`src/hdl/dbhl_fifo.sv`:
```
// dbhl_fifo: small synchronous fifo with occupancy count
// used as the front-to-back queue and as the result queue; no dependencies
`default_nettype none

module dbhl_fifo #(
    parameter int W     = 8,
    parameter int DEPTH = 4
) (
    input  logic                       clk,
    input  logic                       rst_n,
    input  logic                       push,
    input  logic [W-1:0]               push_data,
    input  logic                       pop,
    output logic [W-1:0]               pop_data,
    output logic                       empty,
    output logic [$clog2(DEPTH+1)-1:0] count
);

    localparam int PW = $clog2(DEPTH);
    localparam int CW = $clog2(DEPTH + 1);

    logic [W-1:0]  store [DEPTH];
    logic [PW-1:0] wr_ptr_reg;
    logic [PW-1:0] wr_ptr_next;
    logic [PW-1:0] rd_ptr_reg;
    logic [PW-1:0] rd_ptr_next;
    logic [CW-1:0] count_reg;
    logic [CW-1:0] count_next;

    always_comb
    begin
        wr_ptr_next = (wr_ptr_reg == PW'(DEPTH - 1)) ? '0 : wr_ptr_reg + PW'(1);
        rd_ptr_next = (rd_ptr_reg == PW'(DEPTH - 1)) ? '0 : rd_ptr_reg + PW'(1);
        count_next  = count_reg;
        if (push && !pop)
        begin
            count_next = count_reg + CW'(1);
        end
        else if (pop && !push)
        begin
            count_next = count_reg - CW'(1);
        end
    end

    always_ff @(posedge clk or negedge rst_n)
    begin
        if (!rst_n)
        begin
            wr_ptr_reg <= '0;
            rd_ptr_reg <= '0;
            count_reg  <= '0;
        end
        else
        begin
            if (push)
            begin
                wr_ptr_reg <= wr_ptr_next;
            end
            if (pop)
            begin
                rd_ptr_reg <= rd_ptr_next;
            end
            count_reg <= count_next;
        end
    end

    always_ff @(posedge clk)
    begin
        if (push)
        begin
            store[wr_ptr_reg] <= push_data;
        end
    end

    assign pop_data = store[rd_ptr_reg];
    assign empty    = (count_reg == '0);
    assign count    = count_reg;

endmodule

`default_nettype wire

```
`config.mk`:
```
export PLATFORM = sky130hd
export DESIGN_NAME = dbhl_fifo
export DESIGN_NICKNAME = d
export VERILOG_FILES = /design/src/hdl/dbhl_fifo.sv
export SDC_FILE = /design/constraint.sdc
export NUM_CORES = 1
export LEC_CHECK = 0
export BUFFER_PORTS_ARGS = -buffer_cell sky130_fd_sc_hd__buf_4
export CAP_MARGIN = 20
export CORE_ASPECT_RATIO = 0.9
export CORE_MARGIN = 1
export CORE_UTILIZATION = 45
export CTS_BUF_LIST = sky130_fd_sc_hd__clkbuf_4 sky130_fd_sc_hd__clkbuf_8
export DETAILED_ROUTE_END_ITERATION = 12
export PLACE_DENSITY = 0.66
export SETUP_SLACK_MARGIN = 0.2
export SLEW_MARGIN = 20
export SYNTH_ARGS = -nofsm -noshare
export SYNTH_HDL_FRONTEND = slang
export SYNTH_SLANG_ARGS = --single-unit
```
`constraint.sdc`:
```
create_clock -name clk -period 1.85 [get_ports clk]
set_input_delay 0.185 -clock clk [delete_from_list [all_inputs] [get_ports clk]]
set_output_delay 0.185 -clock clk [all_outputs]
set_load 0.02 [all_outputs]
```
; Yosys cells after proc, flatten, opt, wreduce, memory -nomap -nowiden
; Memories as Yosys holds them, arrays and structs flattened.
; Index checks and enable logic that the tools add are counted.
[word_totals]
output_inout_bits = 12
memories = 1
ramBits = 32
inputBits = 12
ff_bits = 7
word_cells = 22
[classes]
n_eq_ne = 2
n_reduce_logical = 6
mux = 6
n_addsub = 4
[mem_list]
columns = memory, depth, word_bits, rd, rd_clocked_by_memory_dff, write_ports, line_no
row1 = store, 4, 8, 1, 0, 1, 22  ; logic [W-1:0] store [DEPTH];
[op_table]
columns = op, count
row1 = $mux 3, 2
row2 = $add 2x1->2 const B, 2
row3 = $eq 2x2->1 const B, 2
row4 = $mux 2, 2
row5 = $add 3x1->3 const B, 1
row6 = $logic_not 3->1, 1
row7 = $sub 3x1->3 const B, 1
row8 = $logic_and 1x1->1, 2
row9 = $logic_not 1->1, 2
row10 = $mux 1, 2
row11 = $reduce_bool 2->1, 1

; Depth between registers and ports, before layout
[depth]
word_depth = 4
mapped_depth = 7
mapped_depth_nobuf = 7

; Worst setup path after synthesis
; Ideal clock, no wire load.
[synth_timing]
path_type = register -> register
startpoint = register count_reg[0], in the netlist count[0]
endpoint = register count_reg[2], in the netlist count[2]
stages_incl_launch_ff = 5
path_buffers = 0
setup_time_ps = 80
required_time_ps = 1770
t_arrival_ps = 1310
synth_period_minus_slack_ps = 1390
path_slack_ps = 460
cell_sequence = dfrtp_1 > fa_1 > xor2_1 > nor2_1 > xor2_1
[synth_via]
elab_chain_cells = 3
word_cells_on_any_way = 4
cone_classes = add/sub (2) / mux (2)
[synth_rtl]
columns = item, line_no
row1 = from (decl), 27  ; logic [CW-1:0] count_reg;
row2 = from (signal assigned), 63  ; count_reg <= count_next;
row3 = $sub 3x1->3, 41  ; count_next = count_reg - CW'(1);
row4 = $mux 3, 39  ; else if (pop && !push)
row5 = $mux 3 (*), 35  ; if (push && !pop)
; Mark *: on every way between the ends. The rest lies on a longest branch, timed or not. The select of a mux whose other input is x is not followed.
; A chain may end at the register's enable or synchronous reset.

; Worst setup path in the final report
[layout_timing]
startpoint = register rd_ptr_reg[0]
endpoint = output pop_data[2]
[layout_via]
elab_chain_cells = 1
[layout_rtl]
columns = item, line_no
row1 = from (decl), 25  ; logic [PW-1:0] rd_ptr_reg;
row2 = from (signal assigned), 61  ; rd_ptr_reg <= rd_ptr_next;
row3 = $mem_v2 4x8, n/a
row4 = to (decl), 14  ; output logic [W-1:0] pop_data,
; No other way between the ends.

==> results.sh <==
export IMPL_grt_overflow_total=0
export IMPL_vias_per_cell=4.993
export IMPL_hold_start="push_data[3]"
export IMPL_vias=764
export IMPL_cellLeakagePower_nw=0.7474
export IMPL_antenna_found_initial=0
export IMPL_io_buffers=23
export IMPL_core_area_mm2=0.003186
export IMPL_n_fill_cell=241
export IMPL_antenna_cells=0
export IMPL_crit_arrival_ns=1.47
export IMPL_track_usage_pct=14.99
export IMPL_grt_pass1_vias=810
export IMPL_utilization_pct=61.43
export IMPL_multi_input_area_um2=391.6
export IMPL_worst_r2r_endpoint="store[2][5]"
export IMPL_die_area_mm2=0.003713
export IMPL_die_y_um=57.91
export IMPL_clkTransAtPathRegs_ns=0.07
export IMPL_path_class="reg -> out"
export IMPL_syn_nets=97
export IMPL_synth_top_cells_by_area="edfxtp_1 (61%), mux4_2 (12%), dfrtp_1 (11%)"
export IMPL_placementRows=19
export IMPL_netlist_area_mm2=0.001563
export IMPL_regToRegStartpoint="wr_ptr_reg[0]"
export IMPL_setup_viol=0
export IMPL_crit_path_max_fanout=5
export IMPL_drt_total_wl_um=2318
export IMPL_cp_required_ns=1.66
export IMPL_grt_start_max_net_pins=13
export IMPL_p_per_area_mw_per_mm2=1608
export IMPL_worstSetupEndpointType="primary output"
export IMPL_skew_ns=0.006268
export IMPL_ant_nets=0
export IMPL_relSlewSlack_pct=69.91
export IMPL_fmax_ghz=0.6050
export IMPL_fin_nets=129
export IMPL_dp_cells=141
export IMPL_status="completed"
export IMPL_holdPathEnd="store[1][3]"
export IMPL_worstHoldPathCells=1
export IMPL_tns_ns=0
export IMPL_cts_sinks=39
export IMPL_fin_cells=153
export IMPL_clkLatencyLatePin_ns=0.29
export IMPL_clockBufferDepth=2
export IMPL_ff2ff_setup_slack_ns=0.44
export IMPL_rsz0062_at_grt="true"
export IMPL_whs_ns=0.09566
export IMPL_drv_slew=0
export IMPL_ys_warnings_count=0
export IMPL_drcViolationCount=0
export IMPL_gp_congestion=0.6421
export IMPL_finalHoldViolations=0
export IMPL_wl_per_cell_um=15.15
export IMPL_synth_top_area_share_pct=61.49
export IMPL_fp_dieW_um=64.12
export IMPL_synth_area_per_cell_um2=20.04
export IMPL_hp_class="in -> reg"
export IMPL_synth_seq_cells=39
export IMPL_area_growth_syn_to_layout_pct=25.22
export IMPL_drv_cap=0
export IMPL_postSynthCellCount=78
export IMPL_cts_tree="yes"
export IMPL_drive_above_1_share_pct=41.44
export IMPL_drt_pass1_iter_count=4
export IMPL_start_util_pct=49.06
export IMPL_largest_reg_flops=32
export IMPL_period_minus_slack_ns=1.653
export IMPL_synth_cell_types=17
export IMPL_cp_start_kind="register"
export IMPL_synth_top_area_cell="edfxtp_1"
export IMPL_power_mw=3.148
export IMPL_peakVddDrop_mv=0.7634
export IMPL_cts_buffers=5
export IMPL_clockRootBuffer="clkbuf_8"
export IMPL_ff2ff_path_depth=3
export IMPL_h_tree_depth=2
export IMPL_hpwl_um=1555
export IMPL_grt_pass1_wl_um=3843
export IMPL_pin_count=24
export IMPL_regArea_mm2=0.001137
export IMPL_period_share_pct=89.35
export IMPL_worst_slew_pin_slew_ns=0.4513
export IMPL_seq_area_frac_synth_pct=72.70
export IMPL_drt_iter0_drc=57
[where the power goes]
part | switching, mW | internal, mW
Clock | 0.281 | 0.436
Combinational | 0.532 | 0.609
Sequential | 0.131 | 1.16
Total | 0.944 | 2.20
[stage by stage]
step           setup slack, ns  instance area (µm²)
2_1_floorplan           0.4604                 1563
5_1_grt                 0.1341                 1957
3_3_place_gp            0.1814                 1772
6_report                0.1971                 1957
4_1_cts                 0.1770                 1942
3_5_place_dp            0.1767                 1772
[layer usage]
metal,up-vias,part of all wire (%),GRT usage [%]
li1,360,-,-
met1,380,44,19.18
met2,20,50,23.25
met3,4,5.0,4.921
met4,0,1.6,7.619
met5,-,0,0
[final cells by class]
type | count | share of cell area, %
flip-flops and latches | 39 | 58.12
clock inverters | 2 | 1.790
repair buffers | 27 | 12.21
clock buffers | 6 | 4.220
well taps | 42 | 2.685
multi-input cells | 32 | 20.01
inverters | 5 | 0.9591
[layout by cell type, fill, tap and decap left out, types with 2 or more instances in the layout]
| cell | count |
|---|---|
| xor2_1 | 2 |
| mux4_2 | 8 |
| buf_4 | 17 |
| mux2_2 | 3 |
| clkbuf_8 | 6 |
| o21ai_0 | 2 |
| buf_6 | 9 |
| ha_1 | 6 |
| and2_1 | 4 |
| dfrtp_1 | 6 |
| edfxtp_1 | 32 |
| inv_1 | 5 |
| nor2_1 | 2 |
[cell families (layout without fill, tap and decap cells)]
| family | Yosys count | count (layout) | share of synthesized area (%) |
|---|---|---|---|
| buf+inv | 7 | 40 | 2.242 |
| xor+xnor | 3 | 3 | 1.682 |
| mux | 11 | 11 | 13.69 |
| fa+ha+maj | 7 | 7 | 6.085 |
| flops | 39 | 39 | 72.70 |
| compound gates | 2 | 2 | 0.6405 |
| simple gates | 9 | 9 | 2.961 |
[Yosys cell counts]
master	count
edfxtp_1	32
mux4_2	8
dfrtp_1	7
ha_1	6
inv_1	5
and2_1	4
mux2_2	3
nor2_1	2
o21ai_0	2
xor2_1	2
buf_2	1
buf_6	1
fa_1	1
nand2_1	1
nand3_1	1
nor3_1	1
xnor2_1	1
[worst max-delay path: stages (launching register included)]
cell and delay [ns]:
dfrtp_2 0.38, buf_6 0.14, mux4_2 0.51, buf_6 0.15
[worst max path at each step]
stage                  endpoint  depth (start not counted)     startpoint  slack (ns)
floorplan              count[2]                          4       count[0]        0.46
global placement    pop_data[2]                          2  rd_ptr_reg[0]        0.18
detailed placement  pop_data[2]                          2  rd_ptr_reg[0]        0.18
CTS                 pop_data[5]                          3  rd_ptr_reg[0]        0.18
global route        pop_data[2]                          3  rd_ptr_reg[0]        0.13
finish              pop_data[2]                          3  rd_ptr_reg[0]        0.20
[what timing repair did]
| action | 4_1_cts | 5_1_grt |
|---|---|---|
| buffers inserted | 3 | 0 |
| endpoints found under the hold margin | 7 | 0 |
| hold buffers | 1 | 0 |
| resized for setup | 7 | 4 |
| endpoints found under the setup margin | 8 | 8 |
No activity file was read; power rests on OpenSTA's default activity.
