--- src/hdl/dbhl_pkg.sv ---
// dbhl_pkg: widths, register codes and item types shared by the height lookup block
// no dependencies; compiled first
`default_nettype none

package dbhl_pkg;

    localparam int DEF_MAX_COLS = 256;
    localparam int DEF_MAX_ROWS = 256;

    localparam int HEIGHT_W   = 24;
    localparam int QUERY_W    = 32;
    localparam int RECIP_W    = 24;
    localparam int DIM_W      = 9;
    localparam int IDX_W      = 16;
    localparam int FRAC_W     = 16;
    localparam int CFG_IDX_W  = 2;
    localparam int CFG_DATA_W = 24;

    localparam int SCALED_W = QUERY_W + RECIP_W;
    localparam int CELL_W   = SCALED_W - 2 * FRAC_W;
    localparam int WEIGHT_W = FRAC_W + 1;
    localparam int WPROD_W  = 2 * FRAC_W + 1;
    localparam int TERM_W   = WPROD_W + HEIGHT_W + 1;
    localparam int SUM_W    = TERM_W + 2;

    localparam int QUEUE_DEPTH = 4;
    localparam int OUT_DEPTH   = 4;

    localparam logic [DIM_W-1:0]    RST_DIM    = DIM_W'(256);
    localparam logic [RECIP_W-1:0]  RST_RECIP  = RECIP_W'(65536);
    localparam logic [WEIGHT_W-1:0] WEIGHT_ONE = {1'b1, {FRAC_W{1'b0}}};
    localparam logic [SUM_W-1:0]    ROUND_BIAS =
        {{(SUM_W - 2 * FRAC_W){1'b0}}, 1'b1, {(2 * FRAC_W - 1){1'b0}}};

    typedef enum logic [CFG_IDX_W-1:0] {
        REG_NUM_COLS = 2'd0,
        REG_NUM_ROWS = 2'd1,
        REG_RECIP_EW = 2'd2,
        REG_RECIP_NS = 2'd3
    } cfg_reg_t;

    typedef struct packed {
        logic                       is_query;
        logic                       wr_ok;
        logic                       oor;
        logic                       has_r;
        logic                       has_d;
        logic [FRAC_W-1:0]          fa;
        logic [FRAC_W-1:0]          fb;
        logic signed [HEIGHT_W-1:0] height;
    } q_ctl_t;

    typedef struct packed {
        logic signed [HEIGHT_W-1:0] height_out;
        logic                       out_of_range;
    } res_item_t;

endpackage

`default_nettype wire

--- src/hdl/dbhl_if.sv ---
// dbhl interfaces: request, result and configuration channels
// depends on dbhl_pkg
`default_nettype none

interface dbhl_req_if import dbhl_pkg::*; ();
    logic                       valid;
    logic                       ready;
    logic                       req_type;
    logic [IDX_W-1:0]           cell_index;
    logic signed [HEIGHT_W-1:0] load_height;
    logic [QUERY_W-1:0]         query_x;
    logic [QUERY_W-1:0]         query_y;

    modport source (
        output valid, req_type, cell_index, load_height, query_x, query_y,
        input  ready
    );
    modport sink (
        input  valid, req_type, cell_index, load_height, query_x, query_y,
        output ready
    );
endinterface


`default_nettype wire

--- src/hdl/dbhl_front.sv ---
// dbhl_front: accepts requests, scales query coordinates and classifies each item
// depends on dbhl_pkg and dbhl_if; feeds the queue in front of dbhl_back
`default_nettype none

module dbhl_front import dbhl_pkg::*; #(
    parameter int MAX_COLS = DEF_MAX_COLS,
    parameter int MAX_ROWS = DEF_MAX_ROWS
) (
    input  logic                                   clk,
    input  logic                                   rst_n,
    dbhl_req_if.sink                               req,
    input  logic [$clog2(MAX_COLS+1)-1:0]          cols_used,
    input  logic [$clog2(MAX_ROWS+1)-1:0]          rows_used,
    input  logic [RECIP_W-1:0]                     recip_ew,
    input  logic [RECIP_W-1:0]                     recip_ns,
    input  logic [$clog2(QUEUE_DEPTH+1)-1:0]       q_count,
    output logic                                   q_push,
    output q_ctl_t                                 q_ctl,
    output logic [$clog2(MAX_COLS)-1:0]            q_ci,
    output logic [$clog2(MAX_ROWS)+$clog2(MAX_COLS+1)-1:0] q_row_off
);

    localparam int CIW     = $clog2(MAX_COLS);
    localparam int RIW     = $clog2(MAX_ROWS);
    localparam int CNT_C_W = $clog2(MAX_COLS + 1);
    localparam int ROW_W   = RIW + CNT_C_W;
    localparam int DEPTH   = MAX_COLS * MAX_ROWS;
    localparam int AW      = $clog2(DEPTH);

    logic                       accept;
    logic                       v1_reg;
    logic                       req_type_reg;
    logic [IDX_W-1:0]           idx_reg;
    logic signed [HEIGHT_W-1:0] hgt_reg;
    logic [SCALED_W-1:0]        sx_reg;
    logic [SCALED_W-1:0]        sy_reg;

    logic [CELL_W-1:0]          ci;
    logic [CELL_W-1:0]          rj;
    logic [CIW-1:0]             ci_low;
    logic [RIW-1:0]             rj_low;
    logic [AW+IDX_W-1:0]        idx_wide;
    logic [ROW_W-1:0]           row_prod;

    assign req.ready = (32'(q_count) + 32'(v1_reg)) < 32'(QUEUE_DEPTH);
    assign accept    = req.valid && req.ready;

    always_ff @(posedge clk or negedge rst_n)
    begin
        if (!rst_n)
        begin
            v1_reg <= 1'b0;
        end
        else
        begin
            v1_reg <= accept;
        end
    end

    // coordinate scaling: q16.16 times q8.16
    always_ff @(posedge clk)
    begin
        if (accept)
        begin
            req_type_reg <= req.req_type;
            idx_reg      <= req.cell_index;
            hgt_reg      <= req.load_height;
            sx_reg       <= SCALED_W'(req.query_x) * SCALED_W'(recip_ew);
            sy_reg       <= SCALED_W'(req.query_y) * SCALED_W'(recip_ns);
        end
    end

    assign ci       = sx_reg[SCALED_W-1 -: CELL_W];
    assign rj       = sy_reg[SCALED_W-1 -: CELL_W];
    assign ci_low   = ci[CIW-1:0];
    assign rj_low   = rj[RIW-1:0];
    assign idx_wide = (AW + IDX_W)'(idx_reg);
    assign row_prod = ROW_W'(rj_low) * ROW_W'(cols_used);

    always_comb
    begin
        q_ctl.is_query = req_type_reg;
        q_ctl.wr_ok    = 32'(idx_reg) < 32'(DEPTH);
        q_ctl.oor      = (ci >= CELL_W'(cols_used)) || (rj >= CELL_W'(rows_used));
        q_ctl.has_r    = (32'(ci_low) + 32'd1) < 32'(cols_used);
        q_ctl.has_d    = (32'(rj_low) + 32'd1) < 32'(rows_used);
        q_ctl.fa       = sx_reg[2*FRAC_W-1 -: FRAC_W];
        q_ctl.fb       = sy_reg[2*FRAC_W-1 -: FRAC_W];
        q_ctl.height   = hgt_reg;
        // loads reuse the address path: column zero plus the linear index
        if (req_type_reg)
        begin
            q_ci      = ci_low;
            q_row_off = row_prod;
        end
        else
        begin
            q_ci      = '0;
            q_row_off = ROW_W'(idx_wide[AW-1:0]);
        end
    end

    assign q_push = v1_reg;

endmodule

`default_nettype wire

--- src/flat_wrapper.sv ---
// flat-port wrapper written by rule: the top's interface ports become plain ports
module dbhl_front_flat import dbhl_pkg::*;
#(
    parameter int MAX_COLS = DEF_MAX_COLS,
    parameter int MAX_ROWS = DEF_MAX_ROWS
)
  (clk, rst_n, cols_used, rows_used, recip_ew, recip_ns, q_count, q_push, q_ctl, q_ci, q_row_off, req_valid, req_req_type, req_cell_index, req_load_height, req_query_x, req_query_y, req_ready);
  dbhl_req_if req_i ();
  input  logic clk;
  input  logic rst_n;
  input  logic [$clog2(MAX_COLS+1)-1:0] cols_used;
  input  logic [$clog2(MAX_ROWS+1)-1:0] rows_used;
  input  logic [RECIP_W-1:0] recip_ew;
  input  logic [RECIP_W-1:0] recip_ns;
  input  logic [$clog2(QUEUE_DEPTH+1)-1:0] q_count;
  output logic q_push;
  output q_ctl_t q_ctl;
  output logic [$clog2(MAX_COLS)-1:0] q_ci;
  output logic [$clog2(MAX_ROWS)+$clog2(MAX_COLS+1)-1:0] q_row_off;
  input wire logic [$bits(req_i.valid)-1:0] req_valid;
  input wire logic [$bits(req_i.req_type)-1:0] req_req_type;
  input wire logic [$bits(req_i.cell_index)-1:0] req_cell_index;
  input wire logic [$bits(req_i.load_height)-1:0] req_load_height;
  input wire logic [$bits(req_i.query_x)-1:0] req_query_x;
  input wire logic [$bits(req_i.query_y)-1:0] req_query_y;
  output wire logic [$bits(req_i.ready)-1:0] req_ready;
  assign req_i.valid = req_valid;
  assign req_i.req_type = req_req_type;
  assign req_i.cell_index = req_cell_index;
  assign req_i.load_height = req_load_height;
  assign req_i.query_x = req_query_x;
  assign req_i.query_y = req_query_y;
  assign req_ready = req_i.ready;
  dbhl_front #(.MAX_COLS(MAX_COLS), .MAX_ROWS(MAX_ROWS)) u_core (.clk(clk), .rst_n(rst_n), .req(req_i), .cols_used(cols_used), .rows_used(rows_used), .recip_ew(recip_ew), .recip_ns(recip_ns), .q_count(q_count), .q_push(q_push), .q_ctl(q_ctl), .q_ci(q_ci), .q_row_off(q_row_off));
endmodule
--- config.mk ---
export PLATFORM = sky130hd
export DESIGN_NAME = dbhl_front_flat
export DESIGN_NICKNAME = d
export VERILOG_FILES = /design/src/hdl/dbhl_pkg.sv /design/src/hdl/dbhl_if.sv /design/src/hdl/dbhl_front.sv /design/src/flat_wrapper.sv
export SDC_FILE = /design/constraint.sdc
export NUM_CORES = 2
export LEC_CHECK = 0
export ABC_AREA = 1
export BUFFER_PORTS_ARGS = -buffer_cell sky130_fd_sc_hd__buf_2
export CAP_MARGIN = 20
export CORE_UTILIZATION = 50
export DETAILED_ROUTE_END_ITERATION = 16
export GPL_ROUTABILITY_DRIVEN = 0
export MAX_ROUTING_LAYER = met4
export PLACE_DENSITY = 0.7
export SYNTH_ARGS = -nofsm -noshare
export SYNTH_HDL_FRONTEND = slang
export SYNTH_SLANG_ARGS = --single-unit
export TNS_END_PERCENT = 1
--- constraint.sdc ---
create_clock -name clk -period 17.25 [get_ports clk]
set_clock_uncertainty 0.15 [all_clocks]
set_input_delay 3.45 -clock clk [delete_from_list [all_inputs] [get_ports clk]]
set_output_delay 3.45 -clock clk [all_outputs]
set_load 0.005 [all_outputs]
Word-level counts from Yosys, hierarchy flattened
Index checks and enable logic that the tools add are counted.
{"block": "word_totals", "regBits": 154, "latchBits": 0, "ramBits": 0, "rom_bits": 0, "inputBits": 177, "output_inout_bits": 88, "wordCells": 21, "mem_count": 0}
{"block": "op_classes", "n_addsub": 3, "n_mul": 3, "n_div": 0, "n_lt_le_gt_ge": 5, "eq_ne": 0, "n_shift": 0, "n_mux": 2, "bitwise": 0, "n_reduce_logical": 2}
{"cell": "32-bit by 24-bit multiplier with 56-bit output", "n": 2}
{"cell": "32-bit by 9-bit less-than comparator with 1-bit output", "n": 2}
{"cell": "24-bit by 9-bit >= comparator with 1-bit output", "n": 2}
{"cell": "32-bit by 3-bit less-than comparator with 1-bit output (second input constant)", "n": 1}
{"cell": "8-bit by 1-bit adder with 9-bit output (second input constant)", "n": 2}
{"cell": "8-bit by 9-bit multiplier with 17-bit output", "n": 1}
{"cell": "17-bit two-way mux", "n": 1}
{"cell": "8-bit two-way mux", "n": 1}
{"cell": "3-bit by 1-bit adder with 4-bit output", "n": 1}
{"cell": "1-bit logical AND", "n": 1}
{"cell": "1-bit logical OR", "n": 1}

Depth between registers and ports, before layout
{"block": "logic_depth", "ltp_word": 3, "mapped_depth": 29, "depth_no_buf": 28}

Worst setup path after synthesis
OpenSTA, ideal clock, no wires.
{"block": "synth_timing", "kind": "input -> output", "start": "input port cols_used[5]", "end": "output port q_row_off[12]", "t_arrival_ns": 7.013, "t_required_ns": 13.650, "path_slack_ns": 6.637, "cell_stages": 18, "path_buffers": 1, "cell_sequence": "clkbuf_1 nand2_1 fa_1 fa_1 inv_1 fa_1 inv_1 fa_1 inv_1 ha_1 inv_1 o21bai_1 nor2_1 o21ai_1 nand2_1 nand3b_1 nand3_1 nand2_1"}
{"block": "synth_via", "elab_chain_cells": 2}
{"item": "from (decl)", "line": "flat_wrapper.sv:11", "text": "input logic [$clog2(MAX_COLS+1)-1:0] cols_used;"}
{"item": "8-bit by 9-bit multiplier with 17-bit output", "line": "dbhl_front.sv:78", "text": "assign row_prod = ROW_W'(rj_low) * ROW_W'(cols_used);"}
{"item": "17-bit two-way mux", "line": "dbhl_front.sv:91", "text": "if (req_type_reg)"}
{"item": "to (decl)", "line": "flat_wrapper.sv:19", "text": "output logic [$clog2(MAX_ROWS)+$clog2(MAX_COLS+1)-1:0] q_row_off;"}
Every way passes these cells.

Final worst setup path
Same ends and word-level chain as after synthesis.

==> summary.md <==
| Metric | Value |
|---|---|
| Status | complete, no violations |
| Sequential area share after synthesis | 0.06142 |
| Final hold vios | 0 |
| DIE AREA | 120500 um^2 |
| Relative slew slack | 0.2772 |
| Chip Height | 347.2 um |
| Post-Syn Nets | 9716 |
| Post-CTS setup buffer count | 0 |
| Multi-input gate area | 45090 um^2 |
| Share of cells above drive strength 1 | 0.04580 |
| Worst-skew pair later-pin latency | 0.43 ns |
| Worst hold-check path type | flop to flop |
| Initial antenna violation count | 2 |
| H-tree levels | 4 |
| Async set or reset register ratio after synthesis | 0.008197 |
| Mux share of post-synthesis cell area | 0 |
| Fillers | 11108 |
| Residual DRC | 0 |
| Final setup margin | 6.295 ns |
| DIE WIDTH | 347.2 um |
| Number of enable flip-flop cells after synthesis | 121 |
| Syn avg cell area | 7.684 um^2 |
| Initial DRT Pass Iterations | 6 |
| Number of port buffers | 263 |
| Synth Flop Type | edfxtp_1 |
| Setup TNS Final | 0 ns |
| CTS Sinks | 122 |
| Final HPWL DP | 130.3 mm |
| Initial Util | 0.5045 |
| Netlist cell types | 45 |
| Post-CTS Hold Buffers | 0 |
| Max Root-Sink Buffers | 2 |
| Mapped Cells | 7752 |
| YS warnings | 0 |
| Core Region | 118100 um^2 |
| Arr. time, crit path | 7.35 ns |
| CTS tree | yes |
| Register area | 3659 um^2 |
| Vias in the first global route | 52274 |
| DR vias/cell | 5.243 |
| Synth Area in Adders | 0.5463 |
| CTS Root Cell | clkbuf_16 |
| Post-layout minimum cycle time | 10.95 ns |
| Endpoints failing setup | 0 |
| Routed Wire Length | 170.4 mm |
| Crit path capture type | output pin |
| MaxCap Viol Count | 0 |
| Antenna Violating Nets Remaining | 0 |
| Critical-path maximum fanout | 9 |
| Fin. max-slew vios | 0 |
| Synth Area in XOR/XNOR | 0.009999 |
| # nets final | 9680 |
| Worst setup path class | input port to output pin |
| Largest cells by area after synthesis | fa_1 46%, inv_1 16%, nand2_1 13% |
| Largest net degree at the start of global routing | 83 |
| Worst slack at placement | 6.296 ns |
| Post-synthesis compound-gate area fraction | 0.03123 |
| Num rows | 126 |
| Critical Path RT | 13.65 ns |
| Total CTS buffers | 17 |
| Total GRT Usage | 0.3010 |
| FF+latch count, synth | 122 |
| Gr ovfl total | 0 |
| Num ports | 265 |
| Yosys top cell area share | 0.4557 |
| Dpl cells | 9233 |
| Post-route clock period utilization | 0.6351 |
| RSZ-0062 raised after global routing | false |
| DR iter-0 viols | 4197 |
| Synth area leader | fa_1 |
| Clock transition at path regs | 0.07 ns |
| Fin cells | 9267 |
| Via count | 48585 |
| CP startpoint kind | input port |
| Fmax achieved | 91.28 MHz |
| Synthesized area | 59570 um^2 |
| DR WL/cell | 18.39 um |
| Global-route wire length before repair | 275.9 mm |
| Post-synthesis simple-gate area fraction | 0.1692 |
| Area Growth Syn to Fin | 4.283% |
| Worst-margin pin slew | 1.084 ns |
| Largest family of logic cells by synthesized area | adder cells |
| CTS resizes | 0 |
-- cells in the final DEF, fill, tap and decap left out, drive strengths merged, types with 12 or more instances in the layout --
cell       n
a21oi    177
nor4      12
nor3      21
nand4     37
fa      1356
ha       431
nand3    112
o21bai    25
xnor2     22
nor2     278
inv     2532
edfxtp   121
nand2   2111
buf      272
o21ai    102
clkbuf    17
xor2      46
-- critical path, cell delays in order --
cell      delay, ns
buf_2          0.19
nand2_1        0.11
fa_1           0.54
fa_1           0.55
inv_1          0.05
fa_1           0.47
inv_1          0.05
fa_1           0.48
inv_1          0.05
ha_1           0.32
inv_1          0.08
o21bai_1       0.23
nor2_1         0.11
o21ai_1        0.21
nand2_1        0.10
nand2_1        0.07
nand2_1        0.05
nand3_1        0.07
nand2_1        0.06
buf_2          0.12
-- routing by layer --
layer / track usage / vias to the layer above / part of all wire
met5: - / - / 0
met4: 0.1386 / 0 / 0.055
met3: 0.05116 / 571 / 0.092
met2: 0.4949 / 2504 / 0.48
met1: 0.3618 / 23948 / 0.37
li1: - / 21562 / -
-- cell type report --
class	instances	area share
antenna	2	0.00008057
inverter	2523	0.1525
clock inverter	15	0.002457
sequential	122	0.05890
timing repair buffer	272	0.02248
clock buffer	17	0.006848
multi-input combinational	4780	0.7258
tap	1536	0.03094
-- synthesized netlist by cell type, types with 11 or more instances --
library cell	number
fa_1	1356
nor2_1	274
nand2_2	11
nand4_1	37
nor4_1	11
o21ai_0	85
o21ai_1	16
nor3_1	20
clkbuf_1	288
a21oi_1	177
xor2_1	46
nand2_1	2100
buf_4	34
edfxtp_1	121
nand3_1	112
xnor2_1	22
o21bai_1	24
inv_2	22
inv_1	2501
ha_1	431
-- path summary, 6_finish.rpt --
kind | startpoint | end | slack [ns] | cells after the start
worst max-delay path | cols_used[5] | q_row_off[12] | 6.30 | 20
worst min-delay path | u_core.q_push | u_core.q_push | 0.66 | 4
worst min register to register | u_core.q_push | u_core.q_push | 0.66 | 4
min in group asynchronous | rst_n | u_core.q_push | 2.62 | 1
max in group asynchronous | rst_n | u_core.q_push | 14.24 | 1
worst max register to register | u_core.q_push | u_core.sy_reg[35] | 14.32 | 6
-- cell families (layout without fill, tap and decap cells) --
group	after synthesis	after routing
compound gates	340	340
xor+xnor	68	68
fa+ha+maj	1787	1787
buf+inv	2850	2827
flops	122	122
other cells	1	3
simple gates	2584	2584
-- stage by stage --
step	hold slack, ns	utilization	area (um^2)
final	0.6594	0.5261	62120
after global routing	0.7119	0.5261	62120
after CTS	0.6630	0.5260	62110
after detailed placement	0.6525	0.5211	61530
after global placement	0.7831	0.5209	61510
after floorplan	2.197	-	59570
Power is left out: the tool's default activity adds up to more than one toggle a clock period on the data nets, which glitch-free logic cannot reach.
